`src/hw/rtl/rmq_pkg.sv`:
```
// Shared constants, types and width helpers of the rotation matrix to
// quaternion unit. Depends on nothing.
package rmq_pkg;

  localparam int FIELD_W         = 16;
  localparam int LANES           = 4;
  localparam int FRAC_BITS_DEF   = 14;
  localparam int QUEUE_DEPTH_DEF = 2;

  // largest magnitude a quaternion part may carry
  localparam logic [FIELD_W-2:0] MAG_MAX = '1;

  // lane order in the back end
  localparam int LANE_W = 0;
  localparam int LANE_X = 1;
  localparam int LANE_Y = 2;
  localparam int LANE_Z = 3;

  typedef struct packed {
    logic neg_x;
    logic neg_y;
    logic neg_z;
  } rmq_sign_t;

  localparam int SIGN_W = $bits(rmq_sign_t);

  // signed width of ONE plus three 16-bit entries
  function automatic int sum_width(int frac);
    return ((frac > FIELD_W - 1) ? frac : FIELD_W - 1) + 3;
  endfunction

  // root bits of the clamped sum shifted up by frac
  function automatic int root_width(int frac);
    return (sum_width(frac) - 1 + frac + 1) >> 1;
  endfunction

  // queue entry: signs and four clamped sums
  function automatic int entry_width(int frac);
    return LANES * (sum_width(frac) - 1) + SIGN_W;
  endfunction

endpackage

```
`src/hw/rtl/rmq_if.sv`:
```
// Channel interfaces of the rotation matrix to quaternion unit: matrix in,
// quaternion out. Depends on nothing.
interface rmq_mat_if;
  logic               valid;
  logic               ready;
  logic signed [15:0] m_right_x;
  logic signed [15:0] m_right_y;
  logic signed [15:0] m_right_z;
  logic signed [15:0] m_up_x;
  logic signed [15:0] m_up_y;
  logic signed [15:0] m_up_z;
  logic signed [15:0] m_fwd_x;
  logic signed [15:0] m_fwd_y;
  logic signed [15:0] m_fwd_z;

  modport source (
    output valid, m_right_x, m_right_y, m_right_z, m_up_x, m_up_y, m_up_z,
           m_fwd_x, m_fwd_y, m_fwd_z,
    input  ready
  );
  modport sink (
    input  valid, m_right_x, m_right_y, m_right_z, m_up_x, m_up_y, m_up_z,
           m_fwd_x, m_fwd_y, m_fwd_z,
    output ready
  );
endinterface

interface rmq_quat_if;
  logic               valid;
  logic               ready;
  logic signed [15:0] quat_w;
  logic signed [15:0] quat_x;
  logic signed [15:0] quat_y;
  logic signed [15:0] quat_z;

  modport source (output valid, quat_w, quat_x, quat_y, quat_z, input ready);
  modport sink   (input valid, quat_w, quat_x, quat_y, quat_z, output ready);
endinterface

```
`src/hw/rtl/rmq_front.sv`:
```
// Front end: takes matrix transactions, forms the four clamped diagonal sums
// and the three sign flags, and pushes them into the queue. Uses rmq_pkg, rmq_if.
module rmq_front #(
  parameter int FRAC_BITS = rmq_pkg::FRAC_BITS_DEF
) (
  rmq_mat_if.sink                                  mat_i,
  output logic                                     push_valid_o,
  input  logic                                     push_ready_i,
  output logic [rmq_pkg::entry_width(FRAC_BITS)-1:0] push_data_o
);
  import rmq_pkg::*;

  localparam int SW = sum_width(FRAC_BITS);
  localparam int UW = SW - 1;

  logic signed [SW-1:0] one, rx, uy, fz;
  logic signed [SW-1:0] sum_w, sum_x, sum_y, sum_z;
  logic [UW-1:0]        cl_w, cl_x, cl_y, cl_z;
  logic signed [16:0]   dx, dy, dz;
  rmq_sign_t            sgn;

  function automatic logic [UW-1:0] clamp(logic signed [SW-1:0] v);
    return v[SW-1] ? '0 : v[UW-1:0];
  endfunction

  assign one = SW'(1) <<< FRAC_BITS;
  assign rx  = SW'(mat_i.m_right_x);
  assign uy  = SW'(mat_i.m_up_y);
  assign fz  = SW'(mat_i.m_fwd_z);

  assign sum_w = one + rx + uy + fz;
  assign sum_x = one + rx - uy - fz;
  assign sum_y = one - rx + uy - fz;
  assign sum_z = one - rx - uy + fz;

  assign cl_w = clamp(sum_w);
  assign cl_x = clamp(sum_x);
  assign cl_y = clamp(sum_y);
  assign cl_z = clamp(sum_z);

  // zero difference counts as positive
  assign dx = 17'(mat_i.m_fwd_y)   - 17'(mat_i.m_up_z);
  assign dy = 17'(mat_i.m_right_z) - 17'(mat_i.m_fwd_x);
  assign dz = 17'(mat_i.m_up_x)    - 17'(mat_i.m_right_y);

  assign sgn.neg_x = dx[16];
  assign sgn.neg_y = dy[16];
  assign sgn.neg_z = dz[16];

  assign push_valid_o = mat_i.valid;
  assign mat_i.ready  = push_ready_i;
  assign push_data_o  = {sgn, cl_w, cl_x, cl_y, cl_z};

endmodule

```
`src/hw/rtl/rmq_queue.sv`:
```
// Short register FIFO between front and back end.
// Uses no package items.
module rmq_queue #(
  parameter int WIDTH = 8,
  parameter int DEPTH = 2
) (
  input  logic             clk_i,
  input  logic             rst_ni,
  input  logic             push_valid_i,
  output logic             push_ready_o,
  input  logic [WIDTH-1:0] push_data_i,
  output logic             pop_valid_o,
  input  logic             pop_ready_i,
  output logic [WIDTH-1:0] pop_data_o
);
  localparam int PW = (DEPTH > 1) ? $clog2(DEPTH) : 1;
  localparam int CW = $clog2(DEPTH + 1);

  logic [WIDTH-1:0] mem_q [DEPTH];
  logic [PW-1:0]    wr_q, rd_q;
  logic [CW-1:0]    cnt_q;
  logic             push, pop;

  function automatic logic [PW-1:0] bump(logic [PW-1:0] p);
    return (p == PW'(DEPTH - 1)) ? '0 : p + PW'(1);
  endfunction

  assign push_ready_o = (cnt_q != CW'(DEPTH));
  assign pop_valid_o  = (cnt_q != '0);
  assign pop_data_o   = mem_q[rd_q];
  assign push         = push_valid_i && push_ready_o;
  assign pop          = pop_valid_o && pop_ready_i;

  always_ff @(posedge clk_i or negedge rst_ni) begin
    if (!rst_ni) begin
      wr_q  <= '0;
      rd_q  <= '0;
      cnt_q <= '0;
    end else begin
      if (push) wr_q <= bump(wr_q);
      if (pop)  rd_q <= bump(rd_q);
      if (push && !pop)      cnt_q <= cnt_q + CW'(1);
      else if (pop && !push) cnt_q <= cnt_q - CW'(1);
    end
  end

  always_ff @(posedge clk_i) begin
    if (push) mem_q[wr_q] <= push_data_i;
  end

endmodule

```
`src/hw/rtl/rmq_back.sv`:
```
// Back end: four square-root lanes, one root bit per stage, then halving,
// saturation, sign and the output register. Uses rmq_pkg, rmq_if.
module rmq_back #(
  parameter int FRAC_BITS = rmq_pkg::FRAC_BITS_DEF
) (
  input  logic                                     clk_i,
  input  logic                                     rst_ni,
  input  logic                                     pop_valid_i,
  output logic                                     pop_ready_o,
  input  logic [rmq_pkg::entry_width(FRAC_BITS)-1:0] pop_data_i,
  rmq_quat_if.source                               quat_o
);
  import rmq_pkg::*;

  localparam int UW = sum_width(FRAC_BITS) - 1;
  localparam int RW = root_width(FRAC_BITS);
  localparam int EW = entry_width(FRAC_BITS);
  localparam int HW = RW - 1;
  localparam int XW = (HW > FIELD_W) ? HW : FIELD_W;
  localparam int TW = 2 * RW + 2;

  // stage pipeline
  logic             vld_q [RW];
  rmq_sign_t        sgn_q [RW];
  logic [2*RW-1:0]  rad_q [LANES][RW-1];
  logic [RW+1:0]    rem_q [LANES][RW-1];
  logic [RW-1:0]    root_q [LANES][RW];
  logic [TW-1:0]    step_d [LANES][RW];
  logic [2*RW-1:0]  rad0 [LANES];
  rmq_sign_t        sgn0;

  // output register
  logic             out_vld_q;
  logic [FIELD_W-1:0] quat_d [LANES];
  logic [FIELD_W-1:0] quat_q [LANES];
  logic             adv;
  logic             lane_neg [LANES];

  // one restoring root step: bring down two radicand bits, try root*4+1
  function automatic logic [TW-1:0] sqrt_step(logic [RW+1:0] rem, logic [RW-1:0] root,
                                              logic [1:0] pair);
    logic [RW+1:0] cur;
    logic [RW+1:0] trial;
    cur   = {rem[RW-1:0], pair};
    trial = {root, 2'b01};
    if (cur >= trial) return {cur - trial, root[RW-2:0], 1'b1};
    else              return {cur, root[RW-2:0], 1'b0};
  endfunction

  assign adv         = !out_vld_q || quat_o.ready;
  assign pop_ready_o = adv;
  assign sgn0        = rmq_sign_t'(pop_data_i[EW-1 -: SIGN_W]);

  always_comb begin
    for (int l = 0; l < LANES; l++) begin
      rad0[l] = (2 * RW)'(pop_data_i[(LANES - l) * UW - 1 -: UW]) << FRAC_BITS;
      step_d[l][0] = sqrt_step('0, '0, rad0[l][2*RW-1 -: 2]);
      for (int s = 1; s < RW; s++) begin
        step_d[l][s] = sqrt_step(rem_q[l][s-1], root_q[l][s-1],
                                 rad_q[l][s-1][2*RW-1 -: 2]);
      end
    end
  end

  always_ff @(posedge clk_i or negedge rst_ni) begin
    if (!rst_ni) begin
      vld_q     <= '{default: 1'b0};
      out_vld_q <= 1'b0;
    end else if (adv) begin
      vld_q[0] <= pop_valid_i;
      for (int s = 1; s < RW; s++) vld_q[s] <= vld_q[s-1];
      out_vld_q <= vld_q[RW-1];
    end
  end

  always_ff @(posedge clk_i) begin
    if (adv) begin
      sgn_q[0] <= sgn0;
      for (int s = 1; s < RW; s++) sgn_q[s] <= sgn_q[s-1];
      for (int l = 0; l < LANES; l++) begin
        rad_q[l][0] <= rad0[l] << 2;
        for (int s = 1; s < RW - 1; s++) rad_q[l][s] <= rad_q[l][s-1] << 2;
        for (int s = 0; s < RW - 1; s++) rem_q[l][s] <= step_d[l][s][TW-1 -: RW+2];
        for (int s = 0; s < RW; s++)     root_q[l][s] <= step_d[l][s][RW-1:0];
        quat_q[l] <= quat_d[l];
      end
    end
  end

  assign lane_neg[LANE_W] = 1'b0;
  assign lane_neg[LANE_X] = sgn_q[RW-1].neg_x;
  assign lane_neg[LANE_Y] = sgn_q[RW-1].neg_y;
  assign lane_neg[LANE_Z] = sgn_q[RW-1].neg_z;

  always_comb begin
    logic [XW-1:0]      half;
    logic [FIELD_W-2:0] mag;
    logic [FIELD_W-1:0] val;
    for (int l = 0; l < LANES; l++) begin
      half      = XW'(root_q[l][RW-1][RW-1:1]);
      mag       = (half > XW'(MAG_MAX)) ? MAG_MAX : half[FIELD_W-2:0];
      val       = {1'b0, mag};
      quat_d[l] = lane_neg[l] ? (~val + FIELD_W'(1)) : val;
    end
  end

  assign quat_o.valid  = out_vld_q;
  assign quat_o.quat_w = quat_q[LANE_W];
  assign quat_o.quat_x = quat_q[LANE_X];
  assign quat_o.quat_y = quat_q[LANE_Y];
  assign quat_o.quat_z = quat_q[LANE_Z];

endmodule

```
`src/hw/rtl/rotation_matrix_to_quaternion_unit.sv`:
```
// Top level of the rotation matrix to quaternion unit: front end, queue and
// root pipeline. Uses rmq_pkg, rmq_if, rmq_front, rmq_queue, rmq_back.
//
//  channel  dir  handshake     payload
//  mat_i    in   valid/ready   nine signed Q2.14 entries, right/up/fwd rows
//  quat_o   out  valid/ready   quat_w, quat_x, quat_y, quat_z, signed Q2.14
//
// One transaction per cycle in steady state, in both directions, while quat_o is not stalled.
// From acceptance, a transaction passes through the queue, the pipeline of
//   one-bit square-root stages and the output register to quat_o.valid; RW,
//   the root width of those stages, is (sum width + FRAC_BITS)/2.
// Reset clears the queue count and the stage valid bits at once; no sweep.
// A stall on quat_o freezes the back end; the queue fills and mat_i.ready is
//   low in every cycle in which the queue holds QUEUE_DEPTH transactions.
module rotation_matrix_to_quaternion_unit #(
  parameter int FRAC_BITS   = rmq_pkg::FRAC_BITS_DEF,
  parameter int QUEUE_DEPTH = rmq_pkg::QUEUE_DEPTH_DEF
) (
  input  logic       clk_i,
  input  logic       rst_ni,
  rmq_mat_if.sink    mat_i,
  rmq_quat_if.source quat_o
);
  import rmq_pkg::*;

  localparam int EW = entry_width(FRAC_BITS);

  // front -> queue
  logic          push_valid, push_ready;
  logic [EW-1:0] push_data;
  // queue -> back
  logic          pop_valid, pop_ready;
  logic [EW-1:0] pop_data;

  // Classification: sums clamped at zero, signs from the off-diagonal
  // differences. Purely combinational, registered by the queue.
  rmq_front #(
    .FRAC_BITS (FRAC_BITS)
  ) u_front (
    .mat_i        (mat_i),
    .push_valid_o (push_valid),
    .push_ready_i (push_ready),
    .push_data_o  (push_data)
  );

  // Decouples acceptance from the root pipeline so either side can stall.
  rmq_queue #(
    .WIDTH (EW),
    .DEPTH (QUEUE_DEPTH)
  ) u_queue (
    .clk_i        (clk_i),
    .rst_ni       (rst_ni),
    .push_valid_i (push_valid),
    .push_ready_o (push_ready),
    .push_data_i  (push_data),
    .pop_valid_o  (pop_valid),
    .pop_ready_i  (pop_ready),
    .pop_data_o   (pop_data)
  );

  // Four lanes of root stages, then halving, saturation to 32767 and sign.
  rmq_back #(
    .FRAC_BITS (FRAC_BITS)
  ) u_back (
    .clk_i       (clk_i),
    .rst_ni      (rst_ni),
    .pop_valid_i (pop_valid),
    .pop_ready_o (pop_ready),
    .pop_data_i  (pop_data),
    .quat_o      (quat_o)
  );

endmodule

```
`src/flat_wrapper.sv`:
```
// flat-port wrapper written by rule: the top's interface ports become plain ports
module rotation_matrix_to_quaternion_unit_flat import rmq_pkg::*;
#(
  parameter int FRAC_BITS   = rmq_pkg::FRAC_BITS_DEF,
  parameter int QUEUE_DEPTH = rmq_pkg::QUEUE_DEPTH_DEF
)
  (clk_i, rst_ni, mat_i_valid, mat_i_m_right_x, mat_i_m_right_y, mat_i_m_right_z, mat_i_m_up_x, mat_i_m_up_y, mat_i_m_up_z, mat_i_m_fwd_x, mat_i_m_fwd_y, mat_i_m_fwd_z, mat_i_ready, quat_o_valid, quat_o_quat_w, quat_o_quat_x, quat_o_quat_y, quat_o_quat_z, quat_o_ready);
  rmq_mat_if mat_i_i ();
  rmq_quat_if quat_o_i ();
  input  logic clk_i;
  input  logic rst_ni;
  input wire logic [$bits(mat_i_i.valid)-1:0] mat_i_valid;
  input wire logic [$bits(mat_i_i.m_right_x)-1:0] mat_i_m_right_x;
  input wire logic [$bits(mat_i_i.m_right_y)-1:0] mat_i_m_right_y;
  input wire logic [$bits(mat_i_i.m_right_z)-1:0] mat_i_m_right_z;
  input wire logic [$bits(mat_i_i.m_up_x)-1:0] mat_i_m_up_x;
  input wire logic [$bits(mat_i_i.m_up_y)-1:0] mat_i_m_up_y;
  input wire logic [$bits(mat_i_i.m_up_z)-1:0] mat_i_m_up_z;
  input wire logic [$bits(mat_i_i.m_fwd_x)-1:0] mat_i_m_fwd_x;
  input wire logic [$bits(mat_i_i.m_fwd_y)-1:0] mat_i_m_fwd_y;
  input wire logic [$bits(mat_i_i.m_fwd_z)-1:0] mat_i_m_fwd_z;
  output wire logic [$bits(mat_i_i.ready)-1:0] mat_i_ready;
  output wire logic [$bits(quat_o_i.valid)-1:0] quat_o_valid;
  output wire logic [$bits(quat_o_i.quat_w)-1:0] quat_o_quat_w;
  output wire logic [$bits(quat_o_i.quat_x)-1:0] quat_o_quat_x;
  output wire logic [$bits(quat_o_i.quat_y)-1:0] quat_o_quat_y;
  output wire logic [$bits(quat_o_i.quat_z)-1:0] quat_o_quat_z;
  input wire logic [$bits(quat_o_i.ready)-1:0] quat_o_ready;
  assign mat_i_i.valid = mat_i_valid;
  assign mat_i_i.m_right_x = mat_i_m_right_x;
  assign mat_i_i.m_right_y = mat_i_m_right_y;
  assign mat_i_i.m_right_z = mat_i_m_right_z;
  assign mat_i_i.m_up_x = mat_i_m_up_x;
  assign mat_i_i.m_up_y = mat_i_m_up_y;
  assign mat_i_i.m_up_z = mat_i_m_up_z;
  assign mat_i_i.m_fwd_x = mat_i_m_fwd_x;
  assign mat_i_i.m_fwd_y = mat_i_m_fwd_y;
  assign mat_i_i.m_fwd_z = mat_i_m_fwd_z;
  assign mat_i_ready = mat_i_i.ready;
  assign quat_o_valid = quat_o_i.valid;
  assign quat_o_quat_w = quat_o_i.quat_w;
  assign quat_o_quat_x = quat_o_i.quat_x;
  assign quat_o_quat_y = quat_o_i.quat_y;
  assign quat_o_quat_z = quat_o_i.quat_z;
  assign quat_o_i.ready = quat_o_ready;
  rotation_matrix_to_quaternion_unit #(.FRAC_BITS(FRAC_BITS), .QUEUE_DEPTH(QUEUE_DEPTH)) u_core (.clk_i(clk_i), .rst_ni(rst_ni), .mat_i(mat_i_i), .quat_o(quat_o_i));
endmodule
```
`config.mk`:
```
export PLATFORM = sky130hd
export DESIGN_NAME = rotation_matrix_to_quaternion_unit_flat
export DESIGN_NICKNAME = d
export VERILOG_FILES = /design/src/hw/rtl/rmq_pkg.sv /design/src/hw/rtl/rmq_if.sv /design/src/hw/rtl/rmq_front.sv /design/src/hw/rtl/rmq_queue.sv /design/src/hw/rtl/rmq_back.sv /design/src/hw/rtl/rotation_matrix_to_quaternion_unit.sv /design/src/flat_wrapper.sv
export SDC_FILE = /design/constraint.sdc
export NUM_CORES = 2
export LEC_CHECK = 0
export BUFFER_PORTS_ARGS = -buffer_cell sky130_fd_sc_hd__buf_4
export CAP_MARGIN = 15
export CORE_MARGIN = 1.5
export CORE_UTILIZATION = 35
export CTS_CLUSTER_SIZE = 24
export DETAILED_ROUTE_END_ITERATION = 8
export PLACE_DENSITY_LB_ADDON = 0.1
export REMOVE_ABC_BUFFERS = 1
export SLEW_MARGIN = 30
export SYNTH_ARGS = -nofsm -noshare
export SYNTH_HDL_FRONTEND = slang
export SYNTH_MEMORY_MAX_BITS = 65536
export SYNTH_SLANG_ARGS = --single-unit
```
`constraint.sdc`:
```
create_clock -name clk_i -period 59.5 [get_ports clk_i]
set_clock_uncertainty 0.05 [all_clocks]
set_input_delay 11.9 -clock clk_i [delete_from_list [all_inputs] [get_ports clk_i]]
set_output_delay 11.9 -clock clk_i [all_outputs]
set_load 0.005 [all_outputs]
```
* After elaboration in Yosys (flattened, before gate mapping)
Memories as Yosys holds them, arrays and structs flattened.
Index checks and enable logic that the tools add are counted.
** Cells by class
- Multipliers :: 0
- Shifts and indexed selects :: 0
- Equality and inequality tests :: 1
- Div/mod/pow operators :: 0
- Reductions and logical operators :: 10
- Bitwise operators :: 3
- Magnitude comparators :: 64
- $add $sub $neg :: 80
- Multiplexer cells :: 79
** Operator list (number)
- $mux 34 :: 60
- $ge 18x18->1 :: 60
- $sub 18x18->18 :: 56
- $mux 17 :: 4
- $sub 16x16->17 :: 3
- $add 16x1->16 const B :: 3
- $mux 16 :: 3
- $not 15->16 :: 3
- $add 17x16->18 :: 2
- $add 18x16->18 :: 2
- $sub 17x16->18 :: 2
- $sub 18x16->18 :: 2
- $add 16x16->17 const A :: 1
- $sub 16x16->17 const A :: 1
- $mux 1 :: 10
- $sub 1x1->2 const B :: 4
- $ge 1x1->1 const B :: 4
- $logic_and 1x1->1 :: 4
- $mux 2 :: 2
- $reduce_bool 2->1 :: 2
- $logic_not 1->1 :: 3
- $add 1x1->1 const B :: 2
- $add 2x1->2 const B :: 1
- $ne 2x2->1 const B :: 1
- other kinds (2) :: 2
** Word-level totals
- Latch bits :: 0
- RAM bits :: 4102
- Memory bits (read-only) :: 0
- Register bits :: 21
- Memories :: 6
- Bits of input ports :: 148
** Memory list
- u_core.u_back.rad_q :: words 4, bits a word 436, read ports 4, clocked after Yosys merged registers in 0, write ports 4, line rmq_back.sv:25 : logic [2*RW-1:0] rad_q [LANES][RW-1];
- u_core.u_back.rem_q :: words 4, bits a word 270, read ports 4, clocked after Yosys merged registers in 0, write ports 4, line rmq_back.sv:26 : logic [RW+1:0] rem_q [LANES][RW-1];
- u_core.u_back.root_q :: words 4, bits a word 256, read ports 4, clocked after Yosys merged registers in 0, write ports 4, line rmq_back.sv:27 : logic [RW-1:0] root_q [LANES][RW];
- u_core.u_queue.mem_q :: words 2, bits a word 71, read ports 1, clocked after Yosys merged registers in 0, write ports 1, line rmq_queue.sv:19 : logic [WIDTH-1:0] mem_q [DEPTH];
- u_core.u_back.quat_q :: words 4, bits a word 16, read ports 4, clocked after Yosys merged registers in 0, write ports 4, line rmq_back.sv:35 : logic [FIELD_W-1:0] quat_q [LANES];
- u_core.u_back.sgn_q :: words 16, bits a word 3, read ports 16, clocked after Yosys merged registers in 0, write ports 16, line rmq_back.sv:24 : rmq_sign_t sgn_q [RW];

* Longest topological paths before layout
- Depth after elaboration :: 6
- Mapped depth :: 18
- Gate-level depth less buffers :: 16

* Hierarchy
A second synthesis with hierarchy kept.
** Unflattened totals
- Cells, all modules :: 7670
- Area total of the unflattened synthesis :: 96254.8 um2
** By module, submodules not included
- rmq_back :: seq. area each 52285.1 um2, times used 1, area each 83682.8 um2, cells an instance 6579
- rmq_front :: seq. area each 0.0 um2, times used 1, area each 6904.1 um2, cells an instance 852
- rmq_queue :: seq. area each 4364.2 um2, times used 1, area each 5667.9 um2, cells an instance 239

* Worst setup path before layout
No wires, ideal clock.
- Kind :: input to register
- Start :: input port quat_o_ready
- End :: register u_core.u_queue.cnt_q[1]
- Buffers on the path :: 1
- Library setup time :: 79 ps
- Required time :: 59371 ps
- Path slack :: 4496 ps
- Stages on the path :: 7
- Arrival time :: 54875 ps
- Path through :: nor2b_1 -> clkbuf_1 -> inv_1 -> o21ai_0 -> ha_1 -> nor2_1 -> xor2_1
** Between the ends
- Cells in the longest elaborated chain, start to end :: 5
- Elaborated cells between the ends (all ways) :: 7
** Ends and longest elaborated chain
- from (decl) :: line flat_wrapper.sv:28 : input wire logic [$bits(quat_o_i.ready)-1:0] quat_o_ready;
- $logic_or 1x1->1 (*) :: line rmq_back.sv:50 : assign adv = !out_vld_q || quat_o.ready;
- $logic_and 1x1->1 (*) :: line rmq_queue.sv:32 : assign pop = pop_valid_o && pop_ready_i;
- $logic_not 1->1 :: line rmq_queue.sv:42 : if (push && !pop) cnt_q <= cnt_q + CW'(1);
- $logic_and 1x1->1 :: line rmq_queue.sv:42
- $mux 2 or $reduce_bool 2->1 (tied branches)
- to (signal assigned) :: line rmq_queue.sv:42
- to (signal assigned) :: line rmq_queue.sv:43 : else if (pop && !push) cnt_q <= cnt_q - CW'(1);
- to (decl) :: line rmq_queue.sv:21 : logic [CW-1:0] cnt_q;
Every way passes the cells marked *; elsewhere a longest branch is shown, timed or not.
A chain may end at the register's enable or synchronous reset.

* Worst setup path after layout
- Start :: input port mat_i_m_right_x[3]
- End :: memory u_core.u_queue.mem_q[1][3] (netlist bit), data pin
** Between the ends
- Cells in the longest elaborated chain, start to end :: 4
** Ends and longest elaborated chain
- from (decl) :: line flat_wrapper.sv:13 : input wire logic [$bits(mat_i_i.m_right_x)-1:0] mat_i_m_right_x;
- $sub 16x16->17 :: line rmq_front.sv:34 : assign sum_z = one - rx - uy + fz;
- $sub 17x16->18 :: line rmq_front.sv:34
- $add 18x16->18 :: line rmq_front.sv:34
- $mux 17 :: line rmq_front.sv:23 : return v[SW-1] ? '0 : v[UW-1:0];
- net u_core.push_data[3] :: line rotation_matrix_to_quaternion_unit.sv:30 : logic [EW-1:0] push_data;
- to (decl) :: line rmq_queue.sv:19
The timed path passes the listed nets, and every way through them passes these cells.

==> reports/metrics.yaml <==
run_status:
  status: "finished, final reports clean"
clock_tree:
  cts_max_level: 4
  cts_max_path_buffers: 3
  holdBufCountCts: 0
  cts_buffers: 215
  clockRootBuffer: "clkbuf_16"
  clkLatencyLatePin_ns: 0.82
  cts-resized-gates: 0
  cts_sinks: 1890
  post_cts_buffers: 0
  clk_pin_slew_ns: 0.05
  cts_tree: "built"
layout:
  seqCellArea_sq_um: 56700
  layout-drive-gt1-share_pct: 9.96
  final_cell_mix: "1869 x edfxtp_1, 724 x inv_1, 613 x ha_1"
  finalNonFillerCells: 11531
  fin_nets: 8652
  syn_to_final_growth_pct: 13.5
  multi_input_area_sq_um: 34600
  fill_cells: 24922
  layout_commonest_cell: "edfxtp_1"
worst_hold_path:
  hold_end: "u_core.u_back.rad_q[0][239]"
  hold_class: "reg2reg"
  worstHoldStart: "u_core.u_back.rad_q[0][267]"
  hold_depth: 0
setup_path:
  r2r_slack_ns: 54.26
  cp-start-kind: "input pin"
  ff2ff_path_depth: 8
  crit_required_ns: 59.97
  crit-reg2reg-launch: "u_core.u_back.quat_o.valid"
  path_class: "in2reg"
  cp_max_fo: 17
  arrival_ns: 16.49
  reg2reg_to: "u_core.u_back.rem_q[2][24]"
  endpoint_kind: "flip-flop"
floorplanning:
  fp-row-count: 190
  coreArea_sq_um: 268000
  ioPinCount: 214
  dieArea_sq_um: 273000
  fp.dieH_um: 522
  die_x_um: 522
  start_util_pct: 35.2
route:
  drc: 0
  drtAntennaViolNets: 0
  avgRoutedWirePerCell_um: 14.6
  routed_wl_mm: 169
  vias: 54421
  drt_iter0_markers: 2354
  routed_via_density: 4.72
  dr.pass1.iters: 5
timing:
  setup_tns_ns: 0
  worst_pin_slew_ns: 0.937
  hold_viol_final: 0
  finalMaxSlewViolations: 0
  fmax_ghz: 0.0624
  rsz0062_at_grt: "false"
  layout_min_cycle_time_ns: 16.02
  setup_violations: 0
  period_share_pct: 26.9
  maxSlewHeadroom_pct: 36.7
  fin_hold_ws_ns: 0.343
place:
  portBuffers: 212
  dp.cells: 11135
  hpwl_mm: 122
  routabilityCongestion: 0.818
synthesis:
  syn_inst: 7425
  synth_top_area_share_pct: 59.5
  ys_seq_area_share_pct: 60.1
  synth-seq-cells: 1890
  synth.area.top_cells: "edfxtp_1 60%, ha_1 8.1%, xnor2_1 3.3%"
  syn_area_sq_um: 94300
  synth_edf_count: 1869
  ys_types: 92
  postSynthAreaPerCell_sq_um: 12.7
  synth_warnings: 0
  synth_flop_cell: "edfxtp_1"
  synth_largest_area_cell: "edfxtp_1"
  postSynth.asyncResetShare_pct: 1.11
run:
  cap_violations: 0
power:
  ir_worst_vdd_v: 0.0000258
  cellLeakagePower_nw: 42.3
  power_per_cell_area_nw_per_um2: 46.5
grt:
  antenna_found_initial: 5
  grt_usage_pct: 12.3
  grt_max_degree: 165
  grt_pass1_vias: 56488
  overflow: 0
  grt_pass1_wl_mm: 279
-- Yosys cell counts (8+ instances only) --
cell type	number
buf_2	19
o41ai_1	11
nor3_1	184
nand3b_1	23
inv_1	725
or4_1	46
nor4_1	78
o22ai_1	9
clkbuf_1	70
a221oi_1	10
a211oi_1	33
fa_1	89
ha_1	613
mux2i_1	17
edfxtp_1	1869
or3_1	71
or2_2	25
o21ai_0	338
and3_1	24
o21a_1	115
a21oi_1	446
o31ai_1	49
xor2_1	250
nor2_1	575
nand3_1	87
a31o_2	9
a41oi_1	10
nand2b_1	107
a2111oi_0	18
a211o_1	16
a21o_1	147
a21boi_0	11
nand2_1	382
o21bai_1	36
nand4_1	55
nor3b_1	8
and2_1	12
o211ai_1	27
o31a_1	20
nand4b_1	9
mux2_2	192
a31oi_1	18
dfrtp_1	21
xnor2_1	353
nor2b_1	107
-- per-layer routing --
layer / share of wire [%] / vias to the layer above / GRT usage (%)
li1: - / 27786 / -
met1: 45 / 25658 / 14.7
met2: 49 / 675 / 22.0
met3: 3.6 / 298 / 2.35
met4: 2.5 / 4 / 3.70
met5: 0.016 / - / 0
-- logic make-up (layout without fill, tap and decap cells) --
group                      count (synthesis)  in the layout  share of synthesized area [%]
DFF                                     1890           1890                           60.1
and+or+nand+nor                         1829           1829                           9.51
AOI/OAI and AO/OA                       1369           1369                           8.98
buffers and inverters                    820           1369                           3.30
adders and majority gates                702            702                           10.0
xor gates and xnor gates                 605            605                           5.64
muxes                                    209            209                           2.47
other                                      1              6                        0.00398
-- critical path, stage by stage --
cell,delay [ns]
buf_4,0.14
nor3_1,0.26
nand3_1,0.24
or3_1,0.48
or4_1,0.44
xor2_1,0.28
fa_1,0.51
ha_1,0.38
a21o_1,0.20
a21oi_1,0.14
nor2b_1,0.07
or2_2,0.29
a21o_1,0.18
a22oi_1,0.12
a21boi_2,0.70
nor3_1,0.16
-- worst max-delay path by stage --
stage	endpoint	depth (start not counted)	start
after floorplan	u_core.u_queue.cnt_q[1]	6	quat_o_ready
final	u_core.u_queue.mem_q[1][3]	16	mat_i_m_right_x[3]
after CTS	u_core.u_queue.mem_q[0][2]	16	mat_i_m_right_x[3]
after detailed placement	u_core.u_queue.mem_q[0][2]	16	mat_i_m_right_x[3]
after global placement	u_core.u_queue.mem_q[0][16]	16	mat_i_m_right_x[3]
after global routing	u_core.u_queue.mem_q[0][8]	16	mat_i_m_right_x[3]
-- stage by stage --
stage                     setup slack (ns)  total power [W]  cell area [sq um]  util (%)
after floorplan                       4.30          0.00370              93900         -
after detailed placement             42.57          0.00379             100000      37.4
final                                43.48          0.00498             107000      39.9
after CTS                            43.48          0.00506             107000      39.9
after global routing                 43.13          0.00533             107000      39.9
after global placement               42.60          0.00376             100000      37.4
-- sequential cells by signal, indices dropped and copies added (netlist names) --
name / cells
u_core.u_back.root_q: 516
u_core.u_queue.rd_q: 1
u_core.u_back.quat_o.valid: 1
u_core.u_back.rem_q: 812
u_core.u_queue.mem_q: 142
u_core.u_back.rad_q: 288
u_core.u_back.quat_q: 63
u_core.u_queue.cnt_q: 2
u_core.u_queue.wr_q: 1
u_core.u_back.vld_q: 16
u_core.u_back.sgn_q: 48
-- report_power, final --
| part | switching [W] | internal [W] | total (W) |
|---|---|---|---|
| Combinational | 0.000777 | 0.000622 | 0.00140 |
| Clock | 0.000526 | 0.000707 | 0.00123 |
| Sequential | 0.000244 | 0.00211 | 0.00235 |
-- final cells by class --
cell class	instances	share of cell area, %
Antenna cell	1	0.00234
Clock buffer	271	5.24
Clock inverter	122	0.948
Inverter	726	2.55
Multi-Input combinational cell	4719	32.3
Sequential cell	1890	52.9
Tap cell	3552	4.15
Timing Repair Buffer	250	1.83
Power figures use the tool's default switching activity.
